**src/hw/rtl/pis_pkg.sv**
```systemverilog
// pis_pkg: shared types and constants of the pyro igniter sequencer
// word formats, register map, sequencer phase codes and reset values
// no dependencies
package pis_pkg;

   // request word codes
   localparam logic [1:0] REQ_TICK   = 2'd0;
   localparam logic [1:0] REQ_FIRE   = 2'd1;
   localparam logic [1:0] REQ_MANUAL = 2'd2;
   localparam logic [1:0] REQ_QUERY  = 2'd3;

   // status answer codes
   localparam logic [1:0] STATUS_UNKNOWN = 2'd0;
   localparam logic [1:0] STATUS_READY   = 2'd1;
   localparam logic [1:0] STATUS_ACTIVE  = 2'd2;
   localparam logic [1:0] STATUS_OPEN    = 2'd3;

   // fire mode codes
   localparam logic [1:0] MODE_DUAL   = 2'd0;
   localparam logic [1:0] MODE_APOGEE = 2'd1;
   localparam logic [1:0] MODE_MAIN   = 2'd2;

   // register indexes
   localparam int unsigned CSR_INDEX_W = 3;
   localparam logic [CSR_INDEX_W-1:0] CSR_FIRE_MODE       = 3'd0;
   localparam logic [CSR_INDEX_W-1:0] CSR_APOGEE_DELAY    = 3'd1;
   localparam logic [CSR_INDEX_W-1:0] CSR_TICKS_PER_SEC   = 3'd2;
   localparam logic [CSR_INDEX_W-1:0] CSR_FIRE_PULSE      = 3'd3;
   localparam logic [CSR_INDEX_W-1:0] CSR_CHARGE_GAP      = 3'd4;
   localparam logic [CSR_INDEX_W-1:0] CSR_OPEN_THRESHOLD  = 3'd5;
   localparam logic [CSR_INDEX_W-1:0] CSR_CLOSED_THRESHOLD = 3'd6;

   localparam int unsigned CSR_DATA_W = 16;
   localparam int unsigned TIMER_W    = 24;

   // register reset values
   localparam logic [1:0]         RST_FIRE_MODE        = MODE_DUAL;
   localparam logic [7:0]         RST_APOGEE_DELAY     = 8'd0;
   localparam logic [9:0]         RST_TICKS_PER_SEC    = 10'd100;
   localparam logic [15:0]        RST_FIRE_PULSE       = 16'd5;
   localparam logic [15:0]        RST_CHARGE_GAP       = 16'd200;
   localparam logic signed [15:0] RST_OPEN_THRESHOLD   = 16'sd1000;
   localparam logic signed [15:0] RST_CLOSED_THRESHOLD = 16'sd7000;

   typedef enum logic [2:0] {
      PH_IDLE   = 3'd0,
      PH_DELAY  = 3'd1,
      PH_PULSE1 = 3'd2,
      PH_GAP    = 3'd3,
      PH_PULSE2 = 3'd4,
      PH_CHARGE = 3'd5
   } phase_type;

   typedef struct packed {
      logic [1:0]         req_type;
      logic               channel;
      logic signed [15:0] sense_value;
   } req_word_type;

   typedef struct packed {
      logic       drogue_drive;
      logic       main_drive;
      logic [1:0] igniter_status;
      logic       busy_res;
   } rsp_word_type;

   typedef struct packed {
      logic [1:0]         fire_mode;
      logic [7:0]         apogee_delay_seconds;
      logic [9:0]         ticks_per_second;
      logic [15:0]        fire_pulse_ticks;
      logic [15:0]        charge_gap_ticks;
      logic signed [15:0] open_threshold;
      logic signed [15:0] closed_threshold;
   } cfg_type;

   typedef struct packed {
      phase_type            phase;
      logic [TIMER_W-1:0]   timer;
      logic                 serving;
      logic                 manual_run;
      logic [1:0]           drive_pins;
      logic [1:0]           request_flags;
      logic [1:0]           fired_flags;
      logic [1:0]           firing_flags;
   } seq_state_type;

endpackage

```
**src/hw/rtl/pyro_igniter_sequencer.sv**
```systemverilog
// pyro_igniter_sequencer: two-channel igniter fire sequencer with status queries
// one module; uses pis_pkg for word formats, register map and phase codes
//
// latency: the result word for a request word is registered at the accepting edge
//   and offered from the next cycle on
// throughput: one word per cycle unless stalled; all sequencer work for a word is a
//   single pass from state registers to result register, set by the tick/phase chain
// reset: synchronous, clears sequencer state and result valid, loads register defaults
module pyro_igniter_sequencer
   import pis_pkg::*;
(
   input  logic                   clock,
   input  logic                   reset,
   input  logic                   req_valid,
   output logic                   req_stall,
   input  req_word_type           req_data,
   output logic                   rsp_valid,
   input  logic                   rsp_stall,
   output rsp_word_type           rsp_data,
   input  logic                   csr_valid,
   output logic                   csr_ready,
   input  logic [CSR_INDEX_W-1:0] csr_index,
   input  logic [CSR_DATA_W-1:0]  csr_data
);

   cfg_type       cfg_ff, cfg_in;
   seq_state_type seq_ff, seq_in;
   logic          rsp_valid_ff, rsp_valid_in;
   rsp_word_type  rsp_data_ff, rsp_data_in;
   logic          req_accept;
   logic [17:0]   delay_ticks;

   function automatic logic [TIMER_W-1:0] at_least_one(input logic [15:0] v);
      return {8'd0, (v == 16'd0) ? 16'd1 : v};
   endfunction

   function automatic logic [1:0] pulse_count(input logic [1:0] mode, input logic ch);
      logic [1:0] n;
      case (mode)
         MODE_DUAL:   n = 2'd1;
         MODE_APOGEE: n = (ch == 1'b0) ? 2'd2 : 2'd0;
         MODE_MAIN:   n = (ch == 1'b1) ? 2'd2 : 2'd0;
         default:     n = 2'd0;
      endcase
      return n;
   endfunction

   function automatic seq_state_type end_pattern(input seq_state_type s, input cfg_type c);
      seq_state_type r;
      r = s;
      r.drive_pins = 2'b00;
      r.firing_flags[r.serving] = 1'b0;
      if (r.manual_run) begin
         r.manual_run = 1'b0;
         r.phase = PH_IDLE;
         r.timer = '0;
      end else begin
         r.phase = PH_CHARGE;
         r.timer = at_least_one(c.charge_gap_ticks);
      end
      return r;
   endfunction

   function automatic seq_state_type begin_pattern(input seq_state_type s, input cfg_type c);
      seq_state_type r;
      r = s;
      r.firing_flags[r.serving] = 1'b1;
      if (pulse_count(c.fire_mode, r.serving) == 2'd0) begin
         r = end_pattern(r, c);
      end else begin
         // dual mode drives the served channel's own pin, double modes start on drogue
         if (c.fire_mode == MODE_DUAL) begin
            r.drive_pins = r.serving ? 2'b10 : 2'b01;
         end else begin
            r.drive_pins = 2'b01;
         end
         r.phase = PH_PULSE1;
         r.timer = at_least_one(c.fire_pulse_ticks);
      end
      return r;
   endfunction

   function automatic seq_state_type phase_done(input seq_state_type s, input cfg_type c);
      seq_state_type r;
      r = s;
      case (r.phase)
         PH_DELAY: begin
            r = begin_pattern(r, c);
         end
         PH_PULSE1: begin
            r.drive_pins = 2'b00;
            if (pulse_count(c.fire_mode, r.serving) == 2'd2) begin
               r.phase = PH_GAP;
               r.timer = at_least_one(c.charge_gap_ticks);
            end else begin
               r = end_pattern(r, c);
            end
         end
         PH_GAP: begin
            r.phase = PH_PULSE2;
            r.drive_pins = 2'b10;
            r.timer = at_least_one(c.fire_pulse_ticks);
         end
         PH_PULSE2: begin
            r = end_pattern(r, c);
         end
         default: begin
            r.fired_flags[r.serving] = 1'b1;
            r.phase = PH_IDLE;
            r.timer = '0;
         end
      endcase
      return r;
   endfunction

   assign req_stall  = rsp_valid_ff & rsp_stall;
   assign req_accept = req_valid & ~req_stall;
   assign csr_ready  = 1'b1;
   assign rsp_valid  = rsp_valid_ff;
   assign rsp_data   = rsp_data_ff;

   assign delay_ticks = cfg_ff.apogee_delay_seconds * cfg_ff.ticks_per_second;

   // register writes
   always_comb begin
      cfg_in = cfg_ff;
      if (csr_valid) begin
         unique case (csr_index)
            CSR_FIRE_MODE:        cfg_in.fire_mode = csr_data[1:0];
            CSR_APOGEE_DELAY:     cfg_in.apogee_delay_seconds = csr_data[7:0];
            CSR_TICKS_PER_SEC:    cfg_in.ticks_per_second = csr_data[9:0];
            CSR_FIRE_PULSE:       cfg_in.fire_pulse_ticks = csr_data;
            CSR_CHARGE_GAP:       cfg_in.charge_gap_ticks = csr_data;
            CSR_OPEN_THRESHOLD:   cfg_in.open_threshold = $signed(csr_data);
            CSR_CLOSED_THRESHOLD: cfg_in.closed_threshold = $signed(csr_data);
            default:              cfg_in = cfg_ff;
         endcase
      end
   end

   // sequencer next state
   always_comb begin
      seq_state_type s;
      logic          pend;
      logic          pend_ch;
      s = seq_ff;
      pend = 1'b0;
      pend_ch = 1'b0;
      if (req_accept) begin
         case (req_data.req_type)
            REQ_TICK: begin
               if (s.phase != PH_IDLE) begin
                  if (s.timer != '0) begin
                     s.timer = s.timer - 1'b1;
                  end
                  if (s.timer == '0) begin
                     s = phase_done(s, cfg_ff);
                  end
               end
            end
            REQ_FIRE: begin
               s.request_flags[req_data.channel] = 1'b1;
            end
            REQ_MANUAL: begin
               if (s.phase == PH_IDLE) begin
                  s.serving = req_data.channel;
                  s.manual_run = 1'b1;
                  s = begin_pattern(s, cfg_ff);
               end
            end
            default: begin
               s = s;
            end
         endcase
         // serve the lowest pending channel once idle, drogue first
         if (s.phase == PH_IDLE) begin
            if (s.request_flags[0] && !s.fired_flags[0]) begin
               pend = 1'b1;
               pend_ch = 1'b0;
            end else if (s.request_flags[1] && !s.fired_flags[1]) begin
               pend = 1'b1;
               pend_ch = 1'b1;
            end
            if (pend) begin
               s.serving = pend_ch;
               s.manual_run = 1'b0;
               if (!pend_ch && cfg_ff.apogee_delay_seconds != 8'd0 &&
                   cfg_ff.ticks_per_second != 10'd0) begin
                  s.phase = PH_DELAY;
                  s.timer = {6'd0, delay_ticks};
               end else begin
                  s = begin_pattern(s, cfg_ff);
               end
            end
         end
      end
      seq_in = s;
   end

   // result word
   always_comb begin
      logic [1:0] status;
      logic       ch;
      ch = req_data.channel;
      status = STATUS_UNKNOWN;
      if (req_data.req_type == REQ_QUERY) begin
         if (seq_ff.firing_flags[ch] ||
             (seq_ff.request_flags[ch] && !seq_ff.fired_flags[ch])) begin
            status = STATUS_ACTIVE;
         end else if ($signed(req_data.sense_value) < $signed(cfg_ff.open_threshold)) begin
            status = STATUS_OPEN;
         end else if ($signed(req_data.sense_value) > $signed(cfg_ff.closed_threshold)) begin
            status = STATUS_READY;
         end else begin
            status = STATUS_UNKNOWN;
         end
      end
      rsp_data_in.drogue_drive   = seq_in.drive_pins[0];
      rsp_data_in.main_drive     = seq_in.drive_pins[1];
      rsp_data_in.igniter_status = status;
      rsp_data_in.busy_res       = (seq_in.phase != PH_IDLE);
      if (req_accept) begin
         rsp_valid_in = 1'b1;
      end else begin
         rsp_valid_in = rsp_valid_ff & rsp_stall;
      end
   end

   always_ff @(posedge clock) begin
      if (reset) begin
         cfg_ff.fire_mode            <= RST_FIRE_MODE;
         cfg_ff.apogee_delay_seconds <= RST_APOGEE_DELAY;
         cfg_ff.ticks_per_second     <= RST_TICKS_PER_SEC;
         cfg_ff.fire_pulse_ticks     <= RST_FIRE_PULSE;
         cfg_ff.charge_gap_ticks     <= RST_CHARGE_GAP;
         cfg_ff.open_threshold       <= RST_OPEN_THRESHOLD;
         cfg_ff.closed_threshold     <= RST_CLOSED_THRESHOLD;
         seq_ff.phase                <= PH_IDLE;
         seq_ff.timer                <= '0;
         seq_ff.serving              <= 1'b0;
         seq_ff.manual_run           <= 1'b0;
         seq_ff.drive_pins           <= 2'b00;
         seq_ff.request_flags        <= 2'b00;
         seq_ff.fired_flags          <= 2'b00;
         seq_ff.firing_flags         <= 2'b00;
         rsp_valid_ff                <= 1'b0;
      end else begin
         cfg_ff       <= cfg_in;
         seq_ff       <= seq_in;
         rsp_valid_ff <= rsp_valid_in;
      end
   end

   always_ff @(posedge clock) begin
      if (req_accept) begin
         rsp_data_ff <= rsp_data_in;
      end
   end

`ifndef SYNTHESIS
   a_pins_onehot: assert property (@(posedge clock) disable iff (reset)
      $onehot0(seq_ff.drive_pins))
      else $error("both igniter pins driven");

   a_pins_in_pulse: assert property (@(posedge clock) disable iff (reset)
      (seq_ff.drive_pins != 2'b00) |-> (seq_ff.phase == PH_PULSE1 || seq_ff.phase == PH_PULSE2))
      else $error("igniter driven outside a pulse phase");

   a_manual_in_pattern: assert property (@(posedge clock) disable iff (reset)
      seq_ff.manual_run |->
         (seq_ff.phase == PH_PULSE1 || seq_ff.phase == PH_GAP || seq_ff.phase == PH_PULSE2))
      else $error("manual run flag outside a pulse pattern");

   a_idle_timer_clear: assert property (@(posedge clock) disable iff (reset)
      (seq_ff.phase == PH_IDLE) |-> (seq_ff.timer == '0))
      else $error("phase timer running while idle");

   a_accept_gives_word: assert property (@(posedge clock) disable iff (reset)
      req_accept |=> rsp_valid_ff)
      else $error("accepted word produced no result");
`endif

endmodule

```
**config.mk**
```make
export PLATFORM = sky130hd
export DESIGN_NAME = pyro_igniter_sequencer
export DESIGN_NICKNAME = d
export VERILOG_FILES = /design/src/hw/rtl/pis_pkg.sv /design/src/hw/rtl/pyro_igniter_sequencer.sv
export SDC_FILE = /design/constraint.sdc
export NUM_CORES = 1
export LEC_CHECK = 0
export ABC_AREA = 1
export BUFFER_PORTS_ARGS = -buffer_cell sky130_fd_sc_hd__buf_4
export CORE_UTILIZATION = 40
export DETAILED_ROUTE_END_ITERATION = 16
export PLACE_DENSITY = 0.53
export SLEW_MARGIN = 0
export SYNTH_ARGS = -nofsm -noshare
export SYNTH_HDL_FRONTEND = slang
export SYNTH_SLANG_ARGS = --single-unit
```
**constraint.sdc**
```tcl
create_clock -name clock -period 5.5 [get_ports clock]
set_input_delay 1.1 -clock clock [delete_from_list [all_inputs] [get_ports clock]]
set_output_delay 1.1 -clock clock [all_outputs]
set_load 0.005 [all_outputs]
```
==> results of run 1 <==
==> power breakdown <==
group	internal [µW]	leakage (µW)	switching (µW)	total [µW]
clock	676	0.000284	488	1160
sequential	973	0.00104	57.7	1030
combinational	364	0.00479	787	1150
total	2010	0.00612	1330	3350
==> critical path: stages (launching register included) <==
cell and delay [ns]:
dfxtp_1 0.44, nand2_1 0.13, inv_1 0.06, fa_1 0.46, fa_1 0.56, inv_1 0.05, fa_1 0.47, fa_1 0.55
inv_1 0.04, ha_1 0.34, a21oi_1 0.15, o21ai_0 0.13, nand2_1 0.08, nand2_1 0.05, a21oi_1 0.24, o21ai_0 0.18
a21boi_0 0.27, o21ai_0 0.14, xor2_1 0.14, nor2_1 0.06, nor2_1 0.11, nand2_1 0.06, nand2_1 0.05, a21oi_1 0.05
==> cell families (layout without fill, tap and decap cells) <==
group / Yosys count / after routing / share of synthesized area, %
flip-flops: 127 / 127 / 22.24
AND/OR/NAND/NOR: 780 / 780 / 28.42
AO/OA/AOI/OAI: 404 / 404 / 20.10
XOR/XNOR: 20 / 20 / 1.502
other: 1 / 1 / 0.03216
buffers and inverters: 355 / 370 / 11.85
adder cells (fa/ha/maj): 119 / 119 / 15.86
==> flip-flops by register name, indices dropped and copies added, names as in the netlist <==
signal / flops
rsp_valid: 1
rsp_data: 5
seq_ff: 37
cfg_ff: 84
==> area by class of cell <==
cell class | instances | area, µm² | share of cell area, %
clock buffer | 18 | 429.2 | 3.332
clock inverter | 14 | 157.7 | 1.224
inverter | 268 | 1006 | 7.811
multi-input combinational | 1324 | 7687 | 59.69
sequential | 127 | 2592 | 20.13
tap | 384 | 480.5 | 3.731
timing repair buffer | 70 | 525.5 | 4.080
==> layer usage <==
layer | vias up | global-route usage, % | part of all wire [%]
li1 | 5904 | - | -
met1 | 5456 | 35.21 | 47
met2 | 307 | 41.40 | 45
met3 | 55 | 3.672 | 4.7
met4 | 0 | 10.25 | 3.5
met5 | - | 0 | 0
==> final timing paths <==
| kind | start | end | slack (ns) | cells past startpoint |
|---|---|---|---|---|
| max | cfg_ff[78] | seq_ff[25] | 0.54 | 23 |
| min | cfg_ff[13] | cfg_ff[13] | 0.46 | 2 |
| max reg2reg | cfg_ff[78] | seq_ff[25] | 0.54 | 23 |
| min reg2reg | cfg_ff[13] | cfg_ff[13] | 0.46 | 2 |
==> Yosys cell counts (4+ instances only) <==
library cell / count / area share [%]
a211oi_1: 11 / 0.71
a21oi_1: 122 / 5.2
a21oi_2: 29 / 2.2
buf_2: 12 / 0.52
buf_6: 4 / 0.39
clkbuf_1: 67 / 2.2
clkinv_1: 5 / 0.16
dfxtp_1: 122 / 21
edfxtp_1: 5 / 1.3
fa_1: 48 / 8.2
ha_1: 71 / 7.6
inv_1: 258 / 8.3
inv_2: 5 / 0.16
nand2_1: 413 / 13
nand2_2: 8 / 0.43
nand3_1: 125 / 5.4
nand3_2: 4 / 0.34
nand4_1: 18 / 0.97
nor2_1: 178 / 5.7
nor2_2: 5 / 0.27
nor2_4: 8 / 0.77
nor3_1: 7 / 0.30
nor4_1: 9 / 0.48
o211ai_1: 31 / 2.0
o21ai_0: 146 / 6.3
o21ai_1: 12 / 0.52
o221ai_1: 4 / 0.30
o22ai_1: 28 / 1.5
o31ai_1: 5 / 0.32
xnor2_1: 7 / 0.53
xor2_1: 13 / 0.98
==> through the flow <==
step / instances / utilization, % / cell area (µm²)
6_report: 2205 / 44.87 / 12880
4_1_cts: 2205 / 44.87 / 12880
5_1_grt: 2205 / 44.87 / 12880
2_1_floorplan: 1806 / - / 11660
3_3_place_gp: 2173 / 42.82 / 12290
3_5_place_dp: 2173 / 42.82 / 12290
==> results by group, run 1 <==
Status
  – Status: complete, no violations

GRT
  – Largest net degree at the start of global routing: 56
  – Vias in the first global route: 11,130
  – Total gr overflow: 0
  – First-pass GRT wire length: 61,230 µm
  – Global Route Usage Sum: 25.91%
  – Initial antenna violation count: 0

STA
  – Period utilisation layout: 90.23%
  – Clock skew: 0.01226 ns
  – Hold_ws: 0.4577 ns
  – Final hold viol count: 0
  – Worst-Margin Slew: 0.8584 ns
  – RSZ-0062 raised after global routing: no
  – Worst slew margin: 42.71%
  – Fin crit period: 4.962 ns
  – Finish-stage setup viols: 0
  – Final count of pins violating max slew: 0
  – Final setup margin: 0.5376 ns
  – F_max: 201.5 MHz
  – Total negative slack: 0 ns

Clocking
  – Root Buffer: clkbuf_16
  – Post-CTS Resized: 0
  – H-Tree Depth: 4
  – Max clock buf depth: 2
  – CTS tree: done
  – Clock-pin slew on the worst setup and hold paths: 0.07 ns
  – CTS Buf Count: 17
  – Worst-Skew Late Latency: 0.43 ns
  – Cts hold-fix bufs: 0
  – Setup Buffers After CTS: 0
  – CTS sink cnt: 127

Place
  – Setup WS pre-CTS: 0.5048 ns
  – DP HPWL: 28,780 µm
  – Gp weighted congestion: 0.9309
  – IO Port Bufs: 49

Synth
  – Primary FF master, synth: dfxtp_1
  – Synthesized cell area: 0.01166 mm²
  – Asr flop ratio synth: 0%
  – Synth unique cells: 48
  – Gate Count Post-Synth: 1,806
  – Synth Area per Inst: 6.456 µm²
  – Number of synthesized flops with an enable pin: 5
  – Syn Nets: 1,968
  – Register area share after synthesis: 22.24%
  – Seq cells post-synth: 127
  – Synth Warn #: 0

Setup path
  – CP Class: flop to flop
  – CP Launch Type: flop
  – WP data arrival: 5.26 ns
  – CP max FO: 12
  – Endpoint class of the critical path: flop
  – Worst Path Required: 5.80 ns

Min path
  – Hold Path Class: flop to flop

Route
  – DR iter-0 viols: 964
  – Via/cell ratio: 5.316
  – # DRC: 0
  – Final ANT Viol Nets: 0
  – Routed length per instance: 17.26 µm
  – First-pass detailed-route iteration total: 6
  – Via count: 11,720
  – WL final: 38,060 µm

Final layout
  – N_diodes: 0
  – Share of cells above drive strength 1: 9.061%
  – Area Overhead vs Synth: 10.46%
  – Fillers: 3,110
  – Final nets: 1,970
  – Commonest non-fill, non-tap cell in the layout: nand2_1
  – Most frequent cells in the layout: nand2_1 (413), inv_1 (257), nor2_1 (177)

Floorplan
  – Core area: 0.02870 mm²
  – Row count: 62
  – Die area: 0.02983 mm²
  – Initial Utilization: 40.62%
  – Die H: 172.7 µm
  – IO Pins: 51
  – Die width: 172.7 µm

Power
  – P per Cell Area: 259.8 mW/mm²
  – VDD IR max: 229.9 µV
  – P_leak: 0.006121 µW
  – Design Power: 3346 µW

Run
  – Max Cap Viol: 0
Note: power is estimated with default switching activity, not from simulation.
==> run 2, diff against run 1 <==
--- a/config.mk
+++ b/config.mk
@@ -7,9 +7,9 @@
 export LEC_CHECK = 0
 export ABC_AREA = 1
 export BUFFER_PORTS_ARGS = -buffer_cell sky130_fd_sc_hd__buf_4
-export CORE_UTILIZATION = 40
+export CORE_UTILIZATION = 35
 export DETAILED_ROUTE_END_ITERATION = 16
-export PLACE_DENSITY = 0.53
+export PLACE_DENSITY = 0.47
 export SLEW_MARGIN = 0
 export SYNTH_ARGS = -nofsm -noshare
 export SYNTH_HDL_FRONTEND = slang
==> results by group, run 2 (synthesis gave the netlist of run 1 again) <==
Place
  – DP HPWL: 30,490 µm
  – IO Port Bufs: 49
  – Placed cells: 2,232
  – Cell Area, Placed: 0.01238 mm²
  – Gp weighted congestion: 0.9144

GRT
  – Total gr overflow: 0
  – Vias in the first global route: 11,550
  – Largest net degree at the start of global routing: 47
  – First-pass GRT wire length: 65,190 µm
  – Initial antenna violation count: 0
  – Global Route Usage Sum: 24.99%

Setup path
  – Most frequent CP cell: nand2_1
  – CP max-delay cell: dfxtp_1
  – Worst Path Required: 5.80 ns
  – CP Launch Type: flop
  – Endpoint class of the critical path: flop
  – WP data arrival: 5.36 ns
  – CP Class: flop to flop
  – CP bufs+invs: 1
  – Worst-path cell chain: nand2_1 > fa_1 > fa_1 > inv_1 > fa_1 > fa_1 > ha_1 > a21oi_1 > a21boi_0 > o21ai_0 > nand2_1 > nand2_1 > a21oi_1 > o21ai_0 > xor2_1 > nor2_1 > nor2_1 > nand2_1 > nand2_1 > a21oi_1
  – CP max FO: 10
  – CP peak stage delay: 0.57 ns
  – Top delay family on crit path: adder cells

Final layout
  – Area Overhead vs Synth: 11.43%
  – Post-route cell area: 0.01299 mm²
  – N_diodes: 0
  – Post-Layout Cell Count: 2,263
  – Commonest non-fill, non-tap cell in the layout: nand2_1
  – Largest register FFs: 84
  – Final nets: 1,971
  – Fillers: 3,532
  – Share of cells above drive strength 1: 9.061%
  – Largest register by flop count: cfg_ff
  – Most frequent cells in the layout: nand2_1 (413), inv_1 (257), nor2_1 (177)

Clocking
  – Root Buffer: clkbuf_16
  – H-Tree Depth: 4
  – Setup Buffers After CTS: 0
  – CTS sink cnt: 127
  – Post-CTS Resized: 0
  – CTS Buf Count: 17
  – CTS tree: done
  – Cts hold-fix bufs: 0
  – Clock-pin slew on the worst setup and hold paths: 0.06 ns
  – Max clock buf depth: 2
  – Worst-Skew Late Latency: 0.43 ns

Power
  – Logic pwr share: 34.6%
  – Clock share of power: 35.1%
  – VDD IR max: 220.8 µV
  – Fraction of power spent switching nets: 39.43%
  – Sequential Power Share: 30.3%
  – P_leak: 0.006146 µW
  – Net switching power: 1342 µW
  – P_int: 2061 µW
  – P per Cell Area: 262.0 mW/mm²

STA
  – Worst slew margin: 40.58%
  – Final hold viol count: 0
  – F_max: 197.6 MHz
  – Finish-stage setup viols: 0
  – Fin crit period: 5.062 ns
  – Period utilisation layout: 92.03%
  – Worst-Margin Slew: 0.8891 ns
  – Final count of pins violating max slew: 0
  – RSZ-0062 raised after global routing: no
  – Clock skew: 0.01193 ns
  – Total negative slack: 0 ns

Route
  – Via count: 11,740
  – WL final: 40,370 µm
  – DR iter-0 viols: 826
  – Final ANT Viol Nets: 0
  – Via/cell ratio: 5.188
  – Routed length per instance: 17.84 µm
  – First-pass detailed-route iteration total: 7
  – # DRC: 0

Min path
  – Hold Path Class: flop to flop

Floorplan
  – Die width: 184.5 µm
  – Row count: 66
  – Die H: 184.5 µm
  – Die area: 0.03404 mm²
  – IO Pins: 51
  – Initial Utilization: 35.74%
  – Core area: 0.03262 mm²

Status
  – Status: complete, no violations

Run
  – Max Cap Viol: 0
## run 2: cell types whose count changed in the layout (fill, tap and decap cells not counted)
cell	previous run	this run
clkbuf_8	0	2
buf_12	0	1
clkbuf_16	17	18
clkinv_2	2	1
clkinv_4	3	2
clkinvlp_4	2	1
inv_8	1	0
## run 2: per-layer routing
| layer | vias up | global-route usage [%] | wire [µm] |
|---|---|---|---|
| li1 | 5894 | - | - |
| met1 | 5502 | 33.59 | 19200 |
| met2 | 287 | 40.59 | 18310 |
| met3 | 58 | 3.280 | 1639 |
| met4 | 0 | 9.333 | 1226 |
| met5 | - | 0 | 0 |
## run 2: power groups by stage
| stage | sequential, µW | combinational [µW] | clock [µW] |
|---|---|---|---|
| floorplan | 1020 | 854 | 0 |
| CTS | 1030 | 1170 | 1220 |
| detailed placement | 1050 | 1160 | 0 |
| finish | 1030 | 1180 | 1200 |
| global placement | 1050 | 1160 | 0 |
| global route | 1040 | 1320 | 1260 |
## run 2: tightest hold or removal path: stages, from the launching register on
cell	delay, ns
dfxtp_1	0.30
inv_1	0.06
a21oi_1	0.05
## run 2: final cells by class
type	count	area [µm²]	area share, %
repair buffers	71	545.5	4.199
well taps	442	553.0	4.257
clock inverters	10	125.1	0.9631
flip-flops and latches	127	2592	19.96
multi-input cells	1324	7687	59.17
inverters	268	1006	7.743
clock buffers	21	481.7	3.708
## run 2: per-stage QoR
stage	setup WS (ns)	utilization [%]	hold slack, ns	total power [µW]
final	0.4383	39.83	0.4587	3403
after global routing	0.05414	39.83	0.4783	3622
after CTS	0.4959	39.83	0.4629	3414
after detailed placement	0.5127	37.97	0.4533	2211
after global placement	0.6020	37.97	0.4436	2211
after floorplan	0.8568	-	0.4294	1876
## run 2: path summary, 6_finish.rpt
check             slack [ns]          to  depth (start not counted)       start
setup / recovery        0.44  seq_ff[24]                         20  cfg_ff[65]
hold / removal          0.46  cfg_ff[17]                          2  cfg_ff[17]
setup reg to reg        0.44  seq_ff[24]                         20  cfg_ff[65]
hold reg to reg         0.46  cfg_ff[17]                          2  cfg_ff[17]
